### config.mk
export PLATFORM = sky130hd
export DESIGN_NAME = gregorian_date_add_days_core
export DESIGN_NICKNAME = d
export VERILOG_FILES = /design/src/rtl/gdad_pkg.sv /design/src/rtl/gregorian_date_add_days_core.sv
export SDC_FILE = /design/constraint.sdc
export NUM_CORES = 1
export LEC_CHECK = 0
export ABC_AREA = 1
export BUFFER_PORTS_ARGS = -buffer_cell sky130_fd_sc_hd__buf_4
export CORE_MARGIN = 1.5
export CORE_UTILIZATION = 55
export DETAILED_ROUTE_END_ITERATION = 12
export PLACE_DENSITY = 0.75
export SYNTH_ARGS = -nofsm -noshare
export SYNTH_HDL_FRONTEND = slang
export SYNTH_SLANG_ARGS = --single-unit
### constraint.sdc
create_clock -name clk -period 6.2 [get_ports clk]
set_input_delay 0.93 -clock clk [delete_from_list [all_inputs] [get_ports clk]]
set_output_delay 0.93 -clock clk [all_outputs]
set_load 0.01 [all_outputs]
### src/rtl/gdad_pkg.sv
// Shared types, calendar constants and month length tables for the date adder.
package gdad_pkg;

  localparam int unsigned DAY_W    = 5;
  localparam int unsigned MONTH_W  = 4;
  localparam int unsigned YEAR_W   = 14;
  localparam int unsigned COUNT_W  = 20;
  // The offset holds a day of year plus the full day count.
  localparam int unsigned OFF_W    = 21;
  // The working year can run past the output field before it wraps.
  localparam int unsigned WYEAR_W  = 15;
  localparam int unsigned YMOD_W   = 14;

  localparam logic [8:0]  DAYS_LEAP   = 9'd366;
  localparam logic [8:0]  DAYS_COMMON = 9'd365;
  localparam logic [4:0]  FEB_LEAP    = 5'd29;
  localparam logic [8:0]  CYCLE_YEARS = 9'd400;
  localparam logic [8:0]  CENTURY     = 9'd100;
  localparam logic [3:0]  JANUARY     = 4'd1;
  localparam logic [3:0]  FEBRUARY    = 4'd2;
  localparam logic [3:0]  DECEMBER    = 4'd12;

  typedef struct packed {
    logic [DAY_W-1:0]   start_day;
    logic [MONTH_W-1:0] start_month;
    logic [YEAR_W-1:0]  start_year;
    logic [COUNT_W-1:0] days_to_add;
  } date_in_t;

  typedef struct packed {
    logic [DAY_W-1:0]   result_day;
    logic [MONTH_W-1:0] result_month;
    logic [YEAR_W-1:0]  result_year;
  } date_out_t;

  // Leap rule from the year's position in the 400 year cycle.
  function automatic logic is_leap(input logic [8:0] ycyc);
    logic century;
    century = (ycyc == CENTURY) || (ycyc == 9'(2 * CENTURY)) ||
              (ycyc == 9'(3 * CENTURY));
    return (ycyc[1:0] == 2'b00) && !century;
  endfunction

  function automatic logic [8:0] year_len(input logic leap);
    return leap ? DAYS_LEAP : DAYS_COMMON;
  endfunction

  // Month is expected in 1..12; other codes fall to 31 days.
  function automatic logic [4:0] month_len(input logic [3:0] m, input logic leap);
    logic [4:0] len;
    case (m)
      4'd2:                    len = leap ? FEB_LEAP : 5'd28;
      4'd4, 4'd6, 4'd9, 4'd11: len = 5'd30;
      default:                 len = 5'd31;
    endcase
    return len;
  endfunction

endpackage

### src/rtl/gregorian_date_add_days_core.sv
// Gregorian date plus day count: sequencer around one shared add/subtract unit.
//
//   channel  | ports                  | dir | handshake
//   ---------+------------------------+-----+--------------------------------
//   request  | start, busy, arg       | in  | beat taken when start & !busy
//   result   | done, result           | out | one cycle strobe, no back-pressure
//
// The one adder/subtractor does one step at a time: a 400 year reduction,
// one month sum, the day count sum, or one year or month subtraction.
// Reset (rst, synchronous) returns the sequencer to idle and drops done.
// The receiver cannot stall; busy stays high from the accepted beat until
// the cycle in which done is raised.
module gregorian_date_add_days_core (
  input  logic                 clk,
  input  logic                 rst,
  input  logic                 start,
  output logic                 busy,
  input  gdad_pkg::date_in_t   arg,
  output logic                 done,
  output gdad_pkg::date_out_t  result
);

  typedef enum logic [2:0] {
    S_IDLE, S_MOD, S_DAY, S_SUMM, S_YSUM, S_YEAR, S_MONTH
  } state_t;

  state_t state;

  logic [gdad_pkg::DAY_W-1:0]   day;
  logic [gdad_pkg::MONTH_W-1:0] mon;
  logic [gdad_pkg::MONTH_W-1:0] m;
  logic [gdad_pkg::WYEAR_W-1:0] year;
  logic [gdad_pkg::YMOD_W-1:0]  ymod;
  logic [gdad_pkg::COUNT_W-1:0] add;
  logic [gdad_pkg::OFF_W-1:0]   off;

  logic                         leap;
  logic [4:0]                   mlen_cur;
  logic [4:0]                   mlen_start;
  logic [8:0]                   ylen;
  logic [gdad_pkg::MONTH_W-1:0] mon_clamp;
  logic [gdad_pkg::DAY_W-1:0]   day_clamp;
  logic [gdad_pkg::YMOD_W-1:0]  ymod_inc;

  logic [gdad_pkg::OFF_W-1:0]   alu_a;
  logic [gdad_pkg::OFF_W-1:0]   alu_b;
  logic                         alu_sub;
  logic [gdad_pkg::OFF_W:0]     alu_res;
  logic                         alu_borrow;
  logic                         alu_gt;

  assign leap       = gdad_pkg::is_leap(ymod[8:0]);
  assign mlen_cur   = gdad_pkg::month_len(m, leap);
  assign mlen_start = gdad_pkg::month_len(mon, leap);
  assign ylen       = gdad_pkg::year_len(leap);

  always_comb begin
    if (arg.start_month == '0) begin
      mon_clamp = gdad_pkg::JANUARY;
    end else if (arg.start_month > gdad_pkg::DECEMBER) begin
      mon_clamp = gdad_pkg::DECEMBER;
    end else begin
      mon_clamp = arg.start_month;
    end
  end

  always_comb begin
    if (day == '0) begin
      day_clamp = gdad_pkg::DAY_W'(1);
    end else if (day > mlen_start) begin
      day_clamp = mlen_start;
    end else begin
      day_clamp = day;
    end
  end

  assign ymod_inc = (ymod[8:0] == gdad_pkg::CYCLE_YEARS - 9'd1) ? '0 : ymod + 1'b1;

  // The shared unit: operands are steered by the sequencer state.
  always_comb begin
    alu_a   = off;
    alu_b   = '0;
    alu_sub = 1'b0;
    unique case (state)
      S_MOD: begin
        alu_a   = gdad_pkg::OFF_W'(ymod);
        alu_b   = gdad_pkg::OFF_W'(gdad_pkg::CYCLE_YEARS);
        alu_sub = 1'b1;
      end
      S_SUMM: begin
        alu_b = gdad_pkg::OFF_W'(mlen_cur);
      end
      S_YSUM: begin
        alu_b = gdad_pkg::OFF_W'(add);
      end
      S_YEAR: begin
        alu_b   = gdad_pkg::OFF_W'(ylen);
        alu_sub = 1'b1;
      end
      S_MONTH: begin
        alu_b   = gdad_pkg::OFF_W'(mlen_cur);
        alu_sub = 1'b1;
      end
      default: begin
        alu_b = '0;
      end
    endcase
  end

  assign alu_res    = alu_sub ? ({1'b0, alu_a} - {1'b0, alu_b})
                              : ({1'b0, alu_a} + {1'b0, alu_b});
  assign alu_borrow = alu_res[gdad_pkg::OFF_W];
  assign alu_gt     = !alu_borrow && (alu_res[gdad_pkg::OFF_W-1:0] != '0);

  assign busy = (state != S_IDLE);

  always_ff @(posedge clk) begin
    if (rst) begin
      state <= S_IDLE;
      done  <= 1'b0;
    end else begin
      done <= 1'b0;
      unique case (state)
        S_IDLE: begin
          if (start) begin
            day   <= arg.start_day;
            mon   <= mon_clamp;
            year  <= gdad_pkg::WYEAR_W'(arg.start_year);
            ymod  <= arg.start_year;
            add   <= arg.days_to_add;
            state <= S_MOD;
          end
        end
        S_MOD: begin
          if (!alu_borrow) begin
            ymod <= alu_res[gdad_pkg::YMOD_W-1:0];
          end else begin
            state <= S_DAY;
          end
        end
        S_DAY: begin
          off   <= gdad_pkg::OFF_W'(day_clamp);
          m     <= gdad_pkg::JANUARY;
          state <= S_SUMM;
        end
        S_SUMM: begin
          if (m < mon) begin
            off <= alu_res[gdad_pkg::OFF_W-1:0];
            m   <= m + 1'b1;
          end else begin
            state <= S_YSUM;
          end
        end
        S_YSUM: begin
          off   <= alu_res[gdad_pkg::OFF_W-1:0];
          state <= S_YEAR;
        end
        S_YEAR: begin
          // Peel whole years off while the offset runs past the year end.
          if (alu_gt) begin
            off  <= alu_res[gdad_pkg::OFF_W-1:0];
            year <= year + 1'b1;
            ymod <= ymod_inc;
          end else begin
            m     <= gdad_pkg::JANUARY;
            state <= S_MONTH;
          end
        end
        S_MONTH: begin
          if ((m < gdad_pkg::DECEMBER) && alu_gt) begin
            off <= alu_res[gdad_pkg::OFF_W-1:0];
            m   <= m + 1'b1;
          end else begin
            result.result_day   <= off[gdad_pkg::DAY_W-1:0];
            result.result_month <= m;
            result.result_year  <= year[gdad_pkg::YEAR_W-1:0];
            done                <= 1'b1;
            state               <= S_IDLE;
          end
        end
        default: begin
          state <= S_IDLE;
        end
      endcase
    end
  end

  a_busy_after_start: assert property (@(posedge clk) disable iff (rst)
    start && !busy |=> busy)
    else $error("accepted beat did not make the block busy");

  a_done_idle: assert property (@(posedge clk) disable iff (rst)
    done |-> !busy)
    else $error("result strobe while the sequencer is still working");

  a_done_single: assert property (@(posedge clk) disable iff (rst)
    done |=> !done)
    else $error("result strobe lasted more than one cycle");

  a_cycle_reduced: assert property (@(posedge clk) disable iff (rst)
    (state == S_YEAR || state == S_MONTH || state == S_SUMM) |->
      (ymod < gdad_pkg::YMOD_W'(gdad_pkg::CYCLE_YEARS)))
    else $error("year position left the 400 year cycle");

  a_result_month: assert property (@(posedge clk) disable iff (rst)
    done |-> (result.result_month >= gdad_pkg::JANUARY) &&
             (result.result_month <= gdad_pkg::DECEMBER) &&
             (result.result_day != '0))
    else $error("result date out of calendar range");

endmodule

; ---- After elaboration in Yosys (flattened, before gate mapping)
; Index checks and enable logic that the tools add are counted.
[word_totals]
inputBits = 46
rom_bits = 0
regBits = 110
latch_bits = 0
wordCells = 118
ram_bits = 0
memories = 0
output_inout_bits = 25
[op_classes]
muxes = 34
eq_ne = 29
n_div = 0
n_reduce_logical = 30
add_sub_neg = 5
n_shift = 0
order_cmp = 4
n_bitwise = 3
multipliers = 0
[op_table]
columns = cell, n
row1 = one-hot mux 21 bit (5 select lines), 1
row2 = 2-to-1 mux 21 bit, 4
row3 = one-hot mux 20 bit (4 select lines), 1
row4 = 2-to-1 mux 14 bit, 4
row5 = one-hot mux 14 bit (3 select lines), 1
row6 = 2-to-1 mux 15 bit, 2
row7 = one-hot mux 15 bit (2 select lines), 1
row8 = adder 21 x 21 -> 22 bit, 1
row9 = 2-to-1 mux 22 bit, 1
row10 = subtractor 21 x 21 -> 22 bit, 1
row11 = one-hot mux 3 bit (7 select lines), 1
row12 = nonzero test 21 bit, 1
row13 = AND reduction 5 bit, 4
row14 = equality test 9 bit (second input constant), 2
row15 = inequality test 2 bit (second input constant), 9
row16 = equality test 4 x 3 -> 1 bit (second input constant), 4
row17 = equality test 4 bit (second input constant), 4
row18 = 2-to-1 mux 4 bit, 4
row19 = one-hot mux 4 bit (4 select lines), 1
row20 = adder 15 x 1 -> 15 bit (second input constant), 1
row21 = 2-to-1 mux 3 bit, 5
row22 = adder 14 x 1 -> 14 bit (second input constant), 1
row23 = 2-to-1 mux 5 bit, 2
row24 = equality test 3 bit (second input constant), 3
row25 = 30 further kinds, 46

; ---- Longest topological paths before layout
; Gate-level depths: netlist (run 1).
[depth]
depth_word = 15
mapped_depth = 38
ltp_nobuf = 38

; ---- Worst setup path after synthesis (run 1)
; OpenSTA, ideal clock, no wires.
[synth_path]
path_type = reg2reg
startpoint = register ymod[0] (netlist bit)
endpoint = register off[0] (netlist bit), enable pin
stages_incl_launch_ff = 36
slack_ns = 1.219
arrival_time_ns = 4.583
path_buffers = 0
required_ns = 5.801
cell_sequence = edfxtp_1 > inv_1 > ha_1 > inv_1 > nor2_1 > nand2_1 > nand2_1 > nand2_1 > nor2_1 > ha_1 > nand3_2 > nor2_2 > nand3_1 > nor2_2 > nand3_1 > nand2_1 > and3_1 > nand2_1 > xor2_1 > ha_1 > nand2_1 > nor2_1 > inv_1 > nor2_1 > nand3b_1 > nand3_1 > nand2_1 > nand2_1 > nor2_1 > nand2_1 > nor2_1 > nand2_1 > nand3_1 > nand2_1 > o21ai_1 > nor2_1
[synth_via]
elab_chain_len = 15
elab_cells_between_ends = 23
classes_between = 2 x add/sub / 5 x eq/ne / 6 x mux / 10 x reduce/logical
[synth_rtl]
columns = item, line_no
row1 = start: declaration, gregorian_date_add_days_core.sv:33  ; logic [gdad_pkg::YMOD_W-1:0] ymod;
row2 = start signal: assignment, gregorian_date_add_days_core.sv:129  ; ymod <= arg.start_year;
row3 = start signal: assignment, gregorian_date_add_days_core.sv:136  ; ymod <= alu_res[gdad_pkg::YMOD_W-1:0];
row4 = start signal: assignment, gregorian_date_add_days_core.sv:163  ; ymod <= ymod_inc;
row5 = equality test 9 x 7 -> 1 bit / equality test 9 x 8 -> 1 bit (equally long branches), gdad_pkg.sv:39  ; century = (ycyc == CENTURY) || (ycyc == 9'(2 * CENTURY)) ||
row6 = logical OR 1 bit (2 in series), gdad_pkg.sv:39
row7 = zero test 1 bit, gdad_pkg.sv:41  ; return (ycyc[1:0] == 2'b00) && !century;
row8 = logical AND 1 bit, gdad_pkg.sv:41
row9 = 2-to-1 mux 1 bit, gdad_pkg.sv:52  ; 4'd2: len = leap ? FEB_LEAP : 5'd28;
row10 = one-hot mux 2 bit (2 select lines), gdad_pkg.sv:51  ; case (m)
row11 = one-hot mux 20 bit (4 select lines), gregorian_date_add_days_core.sv:84  ; unique case (state)
row12 = adder 21 x 21 -> 22 bit / subtractor 21 x 21 -> 22 bit (equally long branches), "gregorian_date_add_days_core.sv:111, gregorian_date_add_days_core.sv:110"
row13 = 2-to-1 mux 22 bit *, gregorian_date_add_days_core.sv:110  ; assign alu_res = alu_sub ? ({1'b0, alu_a} - {1'b0, alu_b})
row14 = nonzero test 21 bit / zero test 1 bit (equally long branches), -
row15 = logical AND 1 bit *, gregorian_date_add_days_core.sv:113  ; assign alu_gt = !alu_borrow && (alu_res[gdad_pkg::OFF_W-1:0] != '0);
row16 = logical AND 1 bit, gregorian_date_add_days_core.sv:170  ; if ((m < gdad_pkg::DECEMBER) && alu_gt) begin
row17 = inequality test 2 bit (no line), -
row18 = AND reduction 5 bit (no line) *, -
row19 = end signal: assignment, gregorian_date_add_days_core.sv:142  ; off <= gdad_pkg::OFF_W'(day_clamp);
row20 = end signal: assignment, gregorian_date_add_days_core.sv:161  ; off <= alu_res[gdad_pkg::OFF_W-1:0];
row21 = end signal: assignment, gregorian_date_add_days_core.sv:171  ; off <= alu_res[gdad_pkg::OFF_W-1:0];
row22 = end: declaration, gregorian_date_add_days_core.sv:35  ; logic [gdad_pkg::OFF_W-1:0] off;
; Every way passes the cells marked *; elsewhere a longest branch is shown, timed or not.
; A chain may end at the register's enable or synchronous reset.

; ---- Worst setup path after layout (run 1)
[layout_path]
startpoint = register ymod[2] (netlist bit)
endpoint = register result[13] (netlist bit), enable pin
[layout_via]
elab_chain_len = 15
elab_cells_between_ends = 21
classes_between = 2 x add/sub / 3 x eq/ne / 6 x mux / 1 x bitwise / 9 x reduce/logical
[layout_rtl]
columns = item, line_no
row1 = equality test 9 x 7 -> 1 bit / equality test 9 x 8 -> 1 bit (equally long branches), gdad_pkg.sv:39
row2 = logical OR 1 bit (2 in series), gdad_pkg.sv:39
row3 = zero test 1 bit, gdad_pkg.sv:41
row4 = logical AND 1 bit, gdad_pkg.sv:41
row5 = 2-to-1 mux 1 bit, gdad_pkg.sv:52
row6 = one-hot mux 2 bit (2 select lines), gdad_pkg.sv:51
row7 = one-hot mux 20 bit (4 select lines), gregorian_date_add_days_core.sv:84
row8 = adder 21 x 21 -> 22 bit / subtractor 21 x 21 -> 22 bit (equally long branches), "gregorian_date_add_days_core.sv:111, gregorian_date_add_days_core.sv:110"
row9 = 2-to-1 mux 22 bit *, gregorian_date_add_days_core.sv:110
row10 = nonzero test 21 bit / zero test 1 bit (equally long branches), -
row11 = logical AND 1 bit *, gregorian_date_add_days_core.sv:113
row12 = logical AND 1 bit *, gregorian_date_add_days_core.sv:170
row13 = inverter 1 bit (no line) *, -
row14 = AND reduction 3 bit (no line) *, -
row15 = end: declaration, gregorian_date_add_days_core.sv:20  ; output gdad_pkg::date_out_t result
; Marked as above.

==> results by group, run 1 <==
Layout
  • Finished Cell Area: 0.00841 sq mm
  • # diodes: 0
  • Layout cells sized above 1: 0.123
  • Non-Filler Instances: 1206
  • Fillers: 1116
  • FF+latch area: 0.00323 sq mm
  • Nets@finish: 1106
  • Area grow syn2layout: 14.0%
  • Area occupied by multi-input gates: 0.00346 sq mm

Drt
  • Drt first pass iters: 5
  • Routed Antenna Nets: 0
  • Vias per inst: 5.27
  • Drt total wl: 16900 microns
  • Via count: 6360
  • Avg WL per Cell: 14.0 microns
  • Number of remaining DRC errors: 0
  • Initial DRC Count: 519

Floorplan
  • Die ar.: 0.0141 sq mm
  • Die width: 119 microns
  • Row count: 42
  • Core Footprint: 0.0132 sq mm
  • Ports: 71
  • Initial core utilization: 0.559
  • Die H: 119 microns

Global route
  • Initial antenna violation count: 0
  • GRT Resource Usage Total: 0.252
  • First-pass GRT wire length: 28100 microns
  • Total congestion overflow: 0
  • Largest net degree at the start of global routing: 40
  • Vias in the first global route: 5974

Clocking
  • Post-CTS Setup Inserts: 0
  • Post-cts resize count: 0
  • Maximum root-to-sink buffer count: 2
  • Clk slew on worst S/H paths: 0.08 ns
  • Post-CTS Hold Buffers: 0
  • CTS tree: built
  • Num CTS Buffers: 9
  • CTS H-tree depth: 3
  • CTS Sinks: 109
  • CTS root buf: clkbuf_16
  • Worst skew pair latency: 0.36 ns

Outcome
  • Status: completed

Yosys
  • Synth top area cells: edfxtp_1 (43%), nand2_1 (14%), inv_1 (7.9%)
  • Leading area contributor after synthesis: edfxtp_1
  • Synth cell types: 43
  • Post-synth top cells: nand2_1 (272), inv_1 (156), edfxtp_1 (105), nor2_1 (94), nand3_1 (59)
  • Synthesized flop and latch total: 109
  • Most frequent cell after synthesis: nand2_1
  • Post-Syn Area: 0.00738 sq mm
  • Post-synth EDFFs: 105
  • Async S/R FF share, synth: 0
  • Synth Warn #: 0
  • Mapped Avg Cell Area: 7.75 sq um
  • Post-synth top flop: edfxtp_1
  • Sequential cell area fraction in the yosys report: 0.438
  • Post-synthesis cell count: 952
  • Top-area cell type share of the netlist area: 0.427
  • Synthesized net count: 1033

Place
  • Placed cell area: 0.00811 sq mm
  • Gpl congestion: 0.968
  • Port Buffers: 70
  • Post-DP HPWL: 13400 microns
  • Placed Cells: 1190

Timing
  • Tmin final: 5.21 ns
  • RSZ-0062 raised after global routing: false
  • Slew HR: 0.271
  • Clk_skew: 0.0140 ns
  • Least-Margin Pin Slew: 1.08 ns
  • Slew Limit Fails: 0
  • Fin Hold WS: 0.488 ns
  • Total negative setup slack: 0 ns
  • Finish-stage setup viols: 0
  • Period Utilization, post-route: 0.840
  • Final hold violations: 0
  • Max frequency: 0.192 GHz

Worst setup path
  • Critical path buffers and inverters: 4
  • Critical Path AT: 5.25 ns
  • Worst Path Required: 6.24 ns
  • Highest fanout seen on the critical path: 23
  • CP max-delay cell: edfxtp_1
  • Crit path launch type: flip-flop
  • Setup CP Type: reg2reg
  • Crit-path leading delay family: simple AND/OR/NAND/NOR gates
  • Slowest stage delay, CP: 0.47 ns
  • Most used cell, CP: nand2_1
  • Crit end category: flip-flop

Job
  • Max-cap viol count: 0

Hold path
  • Worst hold path class: reg2reg
-- layer usage --
layer / global-route usage / vias up / part of all wire
li1: - / 3243 / -
met4: 0.0971 / 0 / 0.026
met5: 0 / - / 0
met3: 0.0483 / 37 / 0.070
met2: 0.413 / 241 / 0.47
met1: 0.333 / 2839 / 0.43
-- cell families after synthesis --
kind of cell / Yosys count / share of synthesized area
and+or+nand+nor: 486 / 0.282
xor gates and xnor gates: 30 / 0.0356
AOI/OAI and AO/OA: 112 / 0.0911
DFF: 109 / 0.438
adders and majority gates: 35 / 0.0604
buffers and inverters: 180 / 0.0930
-- per-stage QoR --
stage | setup WS, ns | util
4_1_cts | 1.04 | 0.637
2_1_floorplan | 1.22 | -
3_3_place_gp | 1.14 | 0.615
5_1_grt | 0.489 | 0.637
3_5_place_dp | 1.08 | 0.615
6_report | 0.990 | 0.637
-- registers in the layout (all words and copies together), names as in the netlist --
name	cells
result	23
off	21
add	20
year	14
ymod	14
day	5
m	4
mon	4
state	3
done	1
-- cells in the final DEF, fill, tap and decap left out, drive strengths merged, types with 4 or more instances in the layout --
| cell | n |
|---|---|
| a21oi | 29 |
| buf | 77 |
| clkbuf | 9 |
| clkinv | 6 |
| dfxtp | 4 |
| edfxtp | 105 |
| ha | 34 |
| inv | 165 |
| nand2 | 279 |
| nand3 | 63 |
| nand3b | 5 |
| nand4 | 10 |
| nor2 | 101 |
| nor3 | 20 |
| o211ai | 14 |
| o21ai | 52 |
| o31ai | 5 |
| xnor2 | 12 |
| xor2 | 18 |
-- path summary, 6_finish.rpt --
check / startpoint / endpoint / slack [ns] / cells after the start
worst min-delay path: off[0] / result[18] / 0.49 / 0
worst max register to register: ymod[2] / result[13] / 0.99 / 35
worst max-delay path: ymod[2] / result[13] / 0.99 / 35
worst min register to register: off[0] / result[18] / 0.49 / 0
-- area by class of cell --
class                           count  area share
Timing Repair Buffer               77      0.0687
Sequential cell                   109       0.385
Multi-Input combinational cell    663       0.411
Tap cell                          176      0.0262
Clock inverter                      7     0.00833
Clock buffer                        9      0.0268
Inverter                          165      0.0740
Power of run 1 is not shown: default switching activity piles up to over one toggle a cycle in this logic, so the estimate is an artifact.
==> inputs of run 2 (changes only) <==
clock period = 5.4 ns   (was 6.2 ns; I/O delays follow)
==> results by group, run 2 (synthesis gave the netlist of run 1 again) <==
Global route
  • Grt met2 use: 0.427 (+0.0134)
  • Met1 Resource Use GR: 0.340 (+0.00758)
  • Grt met3 use: 0.0444 (-0.00386)
  • Vias in the first global route: 6032 (+0.97%)
  • First-pass GRT wire length: 28500 microns (+1.3%)
  • Busiest grt layer: met2
  • GRT Resource Usage Total: 0.256 (+0.00362)
  • Total congestion overflow: 0 (unchanged)
  • Initial antenna violation count: 0 (unchanged)
  • Largest net degree at the start of global routing: 39 (-2.5%)

Timing
  • Max frequency: 0.199 GHz (+3.8%)
  • Clk_skew: 0.0107 ns (-0.00331 ns)
  • Least-Margin Pin Slew: 1.13 ns (+0.0517 ns)
  • Finish-stage setup viols: 0 (unchanged)
  • Tmin final: 5.02 ns (-0.190 ns)
  • Slew Limit Fails: 0 (unchanged)
  • Period Utilization, post-route: 0.930 (+0.0892)
  • Fin Hold WS: 0.471 ns (-0.0165 ns)
  • Final hold violations: 0 (unchanged)
  • Slew HR: 0.236 (-0.0349)

Layout
  • Largest regs: result (23), off (21), add (20)
  • Layout cells sized above 1: 0.150 (+0.0264)
  • # diodes: 0 (unchanged)
  • Fillers: 1136 (+1.8%)
  • Most flop-heavy register: result
  • Most frequent cells in the layout: nand2_1 (268), inv_1 (155), edfxtp_1 (105)
  • Most common cell after layout, fill and taps aside: nand2_1
  • Nets@finish: 1118 (+1.1%)
  • Max FFs per register: 23 (unchanged)
  • Area grow syn2layout: 16.4%

Worst setup path
  • Crit end category: flip-flop
  • Most used cell, CP: nand2_1
  • CP max-delay cell: edfxtp_1
  • Crit path launch type: flip-flop
  • Worst Path Required: 5.47 ns (-0.77 ns)
  • Slowest stage delay, CP: 0.50 ns (+0.03 ns)
  • Critical Path AT: 5.09 ns (-0.16 ns)
  • Setup CP Type: reg2reg
  • Highest fanout seen on the critical path: 10 (-57%)

Floorplan
  • Die H: 119 microns (unchanged)
  • Ports: 71 (unchanged)
  • Initial core utilization: 0.559 (unchanged)
  • Row count: 42 (unchanged)
  • Die width: 119 microns (unchanged)
  • Core Footprint: 0.0132 sq mm (unchanged)
  • Die ar.: 0.0141 sq mm (unchanged)

Clocking
  • CTS Sinks: 109 (unchanged)
  • CTS tree: built
  • Maximum root-to-sink buffer count: 2 (unchanged)
  • Worst skew pair latency: 0.36 ns (about the same)
  • CTS H-tree depth: 3 (unchanged)
  • CTS root buf: clkbuf_16
  • Post-CTS Hold Buffers: 0 (unchanged)
  • Clk slew on worst S/H paths: 0.08 ns (about the same)
  • Num CTS Buffers: 9 (unchanged)

Place
  • Post-DP HPWL: 13500 microns (+0.74%)
  • Gpl congestion: 0.955 (-1.3%)
  • Port Buffers: 70 (unchanged)

Hold path
  • Worst hold path class: reg2reg

Drt
  • Drt total wl: 17800 microns (+5.3%)
  • Initial DRC Count: 532 (+2.5%)
  • Routed Antenna Nets: 0 (unchanged)
  • Avg WL per Cell: 14.6 microns (+4.2%)
  • Drt first pass iters: 5 (unchanged)
  • Vias per inst: 5.28 (+0.15%)
  • Via count: 6433 (+1.1%)
  • Number of remaining DRC errors: 0 (unchanged)

Outcome
  • Status: completed

Job
  • Max-cap viol count: 0 (unchanged)
==> run 2: changes by cell type in the layout (fill, tap and decap cells not counted), moves of 4 or more <==
cell and delta:
buf_4 +9, nand2_1 -4, nand2_2 +4, nor2_1 -7
nor2_2 +6
==> run 2: final timing paths <==
kind / startpoint / to / slack (ns) / depth (start not counted)
max: ymod[2] / off[10] / 0.38 / 34
min: off[1] / result[19] / 0.47 / 0
min reg2reg: off[1] / result[19] / 0.47 / 0
max reg2reg: ymod[2] / off[10] / 0.38 / 34
==> run 2: cell type report <==
type	instances	area (sq um)	share of cell area
clock buffer	10	229	0.0267
sequential	109	3230	0.376
timing repair buffer	89	693	0.0807
tap	176	220	0.0256
clock inverter	6	61.3	0.00714
inverter	165	622	0.0724
multi-input combinational	663	3530	0.411
==> run 2: per-layer routing <==
layer  wire [microns]  share of wire
met5                0              0
met1             7820           0.44
met4              331          0.019
met3             1060          0.060
met2             8580           0.48
==> run 2: worst max-delay path, delay by kind of cell, from the launching register on <==
kind,cells,cell delay (ns)
and+or+nand+nor,23,2.54
adders and majority gates,2,0.54
buffers and inverters,5,0.49
DFF,1,0.50
AOI/OAI and AO/OA,3,0.50
xor gates and xnor gates,1,0.16
==> run 2: metrics by stage <==
stage               instances   util  setup TNS [ns]  setup WS, ns  instance area, sq um
floorplan                 952      -               0         0.419                  7380
global placement         1192  0.617               0         0.283                  8140
detailed placement       1192  0.617               0         0.246                  8140
CTS                      1208  0.639               0         0.200                  8430
global route             1218  0.651          -0.129       -0.0152                  8590
finish                   1218  0.651               0         0.380                  8590
==> run 2: timing repair <==
| item | in CTS | in global routing |
|---|---|---|
| endpoints found under the hold margin | 0 | 0 |
| resized for setup | 0 | 21 |
| setup endpoints to repair | 0 | 77 |
| buffers inserted | 0 | 9 |
Power of run 2 is left out for the same reason.
==> inputs of run 3 (changes only) <==
clock period = 5.7 ns   (was 5.4 ns; I/O delays follow)
==> results by group, run 3 (synthesis gave the netlist of run 1 again) <==
Global route
  • Initial antenna violation count: 0 (unchanged)
  • Vias in the first global route: 5956 (-1.3%)
  • Total congestion overflow: 0 (unchanged)
  • GRT Resource Usage Total: 0.255 (-0.000728)
  • First-pass GRT wire length: 28300 microns (-0.80%)
  • Largest net degree at the start of global routing: 40 (+2.6%)

Worst setup path
  • Critical path endpoint: off[20]
  • FF-to-FF setup slack: 0.70 ns (+0.32 ns)
  • Crit path from: ymod[7]
  • Reg2reg start: ymod[7]
  • Setup CP Type: reg2reg
  • Crit path launch type: flip-flop
  • CP max-delay cell: edfxtp_1
  • FF-to-FF End: off[20]
  • Highest fanout seen on the critical path: 21 (+11)
  • Reg2Reg Depth: 37 (+8.8%)
  • Most used cell, CP: nand2_1
  • Slowest stage delay, CP: 0.45 ns (-0.05 ns)
  • Worst Path Required: 5.76 ns (+0.29 ns)
  • Crit end category: flip-flop
  • Critical Path AT: 5.06 ns (-0.03 ns)

Drt
  • Drt first pass iters: 6 (+1)
  • Number of remaining DRC errors: 0 (unchanged)
  • Initial DRC Count: 581 (+9.2%)
  • Drt total wl: 17500 microns (-1.4%)
  • Avg WL per Cell: 14.5 microns (-0.63%)
  • Routed Antenna Nets: 0 (unchanged)
  • Vias per inst: 5.35 (+1.2%)
  • Via count: 6458 (+0.39%)

Clocking
  • CTS Sinks: 109 (unchanged)
  • Worst skew pair latency: 0.36 ns (about the same)
  • CTS H-tree depth: 3 (unchanged)
  • Clk slew on worst S/H paths: 0.08 ns (about the same)
  • Post-CTS Hold Buffers: 0 (unchanged)
  • CTS root buf: clkbuf_16
  • Num CTS Buffers: 9 (unchanged)
  • CTS tree: built
  • Maximum root-to-sink buffer count: 2 (unchanged)
  • Post-CTS Setup Inserts: 0 (unchanged)
  • Post-cts resize count: 0 (unchanged)

Timing
  • Max frequency: 0.200 GHz (+0.43%)
  • Final hold violations: 0 (unchanged)
  • RSZ-0062 raised after global routing: false
  • Slew HR: 0.226 (-0.00997)
  • Fin Hold WS: 0.488 ns (+0.0165 ns)
  • Final worst slack: 0.702 ns (+0.322 ns)
  • Tmin final: 5.00 ns (-0.0216 ns)
  • Total negative setup slack: 0 ns (unchanged)
  • Slew Limit Fails: 0 (unchanged)
  • Period Utilization, post-route: 0.877 (-0.0527)
  • Least-Margin Pin Slew: 1.15 ns (+0.0148 ns)
  • Finish-stage setup viols: 0 (unchanged)
  • Clk_skew: 0.0110 ns (+0.000276 ns)

Layout
  • Nets@finish: 1108 (-0.89%)
  • Largest regs: result (23), off (21), add (20)
  • Layout cells sized above 1: 0.125 (-0.0247)
  • Most frequent cells in the layout: nand2_1 (272), inv_1 (156), edfxtp_1 (105)
  • # diodes: 0 (unchanged)
  • Most common cell after layout, fill and taps aside: nand2_1
  • Area grow syn2layout: 14.3%
  • Most flop-heavy register: result
  • Max FFs per register: 23 (unchanged)

Place
  • Place WS: 0.747 ns (+0.502 ns)
  • Gpl congestion: 0.984 (+3.0%)
  • Port Buffers: 70 (unchanged)
  • Post-DP HPWL: 13800 microns (+2.6%)

Hold path
  • Worst hold path class: reg2reg

Floorplan
  • Core Footprint: 0.0132 sq mm (unchanged)
  • Die H: 119 microns (unchanged)
  • Initial core utilization: 0.559 (unchanged)
  • Row count: 42 (unchanged)
  • Die width: 119 microns (unchanged)
  • Ports: 71 (unchanged)
  • Die ar.: 0.0141 sq mm (unchanged)

Outcome
  • Status: completed

Job
  • Max-cap viol count: 0 (unchanged)
## run 3: cell types whose count changed in the layout (fill, tap and decap cells not counted), sizes merged
| cell | before | now |
|---|---|---|
| inv | 166 | 165 |
| clkbuf | 11 | 10 |
| buf | 88 | 79 |
| clkinv | 4 | 6 |
| clkinvlp | 1 | 0 |
## run 3: per-layer routing
metal	wire length, microns	up-vias	global-route usage
li1	-	3252	-
met1	7680	2949	0.338
met2	8450	220	0.431
met3	972	37	0.0352
met4	432	0	0.0881
met5	0	-	0
## run 3: how the worst min path moves through the flow
stage	startpoint	to	slack, ns	cells past startpoint
global placement	year[13]	result[13]	0.46	0
floorplan	off[0]	result[18]	0.42	0
CTS	year[13]	result[13]	0.49	0
detailed placement	year[13]	result[13]	0.47	0
global route	off[0]	result[18]	0.49	0
finish	year[13]	result[13]	0.49	0
## run 3: worst max-delay path: cells and delay by family (launching register included)
kind                     cells  cell delay, ns
buffers and inverters        3            0.32
AO/OA/AOI/OAI                1            0.08
adder cells (fa/ha/maj)      2            0.59
XOR/XNOR                     1            0.14
flip-flops                   1            0.45
AND/OR/NAND/NOR             30            3.10
## run 3: area by class of cell
cell class | count | area [sq um]
timing repair buffer | 79 | 606
sequential | 109 | 3230
tap | 176 | 220
clock inverter | 6 | 62.6
multi-input combinational | 663 | 3460
fill | 1203 | 4760
inverter | 165 | 622
clock buffer | 10 | 229
## run 3: metrics by stage
| step | std cells | utilization | cell area, sq um |
|---|---|---|---|
| final | 1208 | 0.639 | 8430 |
| after global routing | 1208 | 0.639 | 8430 |
| after CTS | 1208 | 0.639 | 8430 |
| after detailed placement | 1192 | 0.617 | 8140 |
| after global placement | 1192 | 0.617 | 8140 |
| after floorplan | 952 | - | 7380 |
Power of run 3 is left out for the same reason.
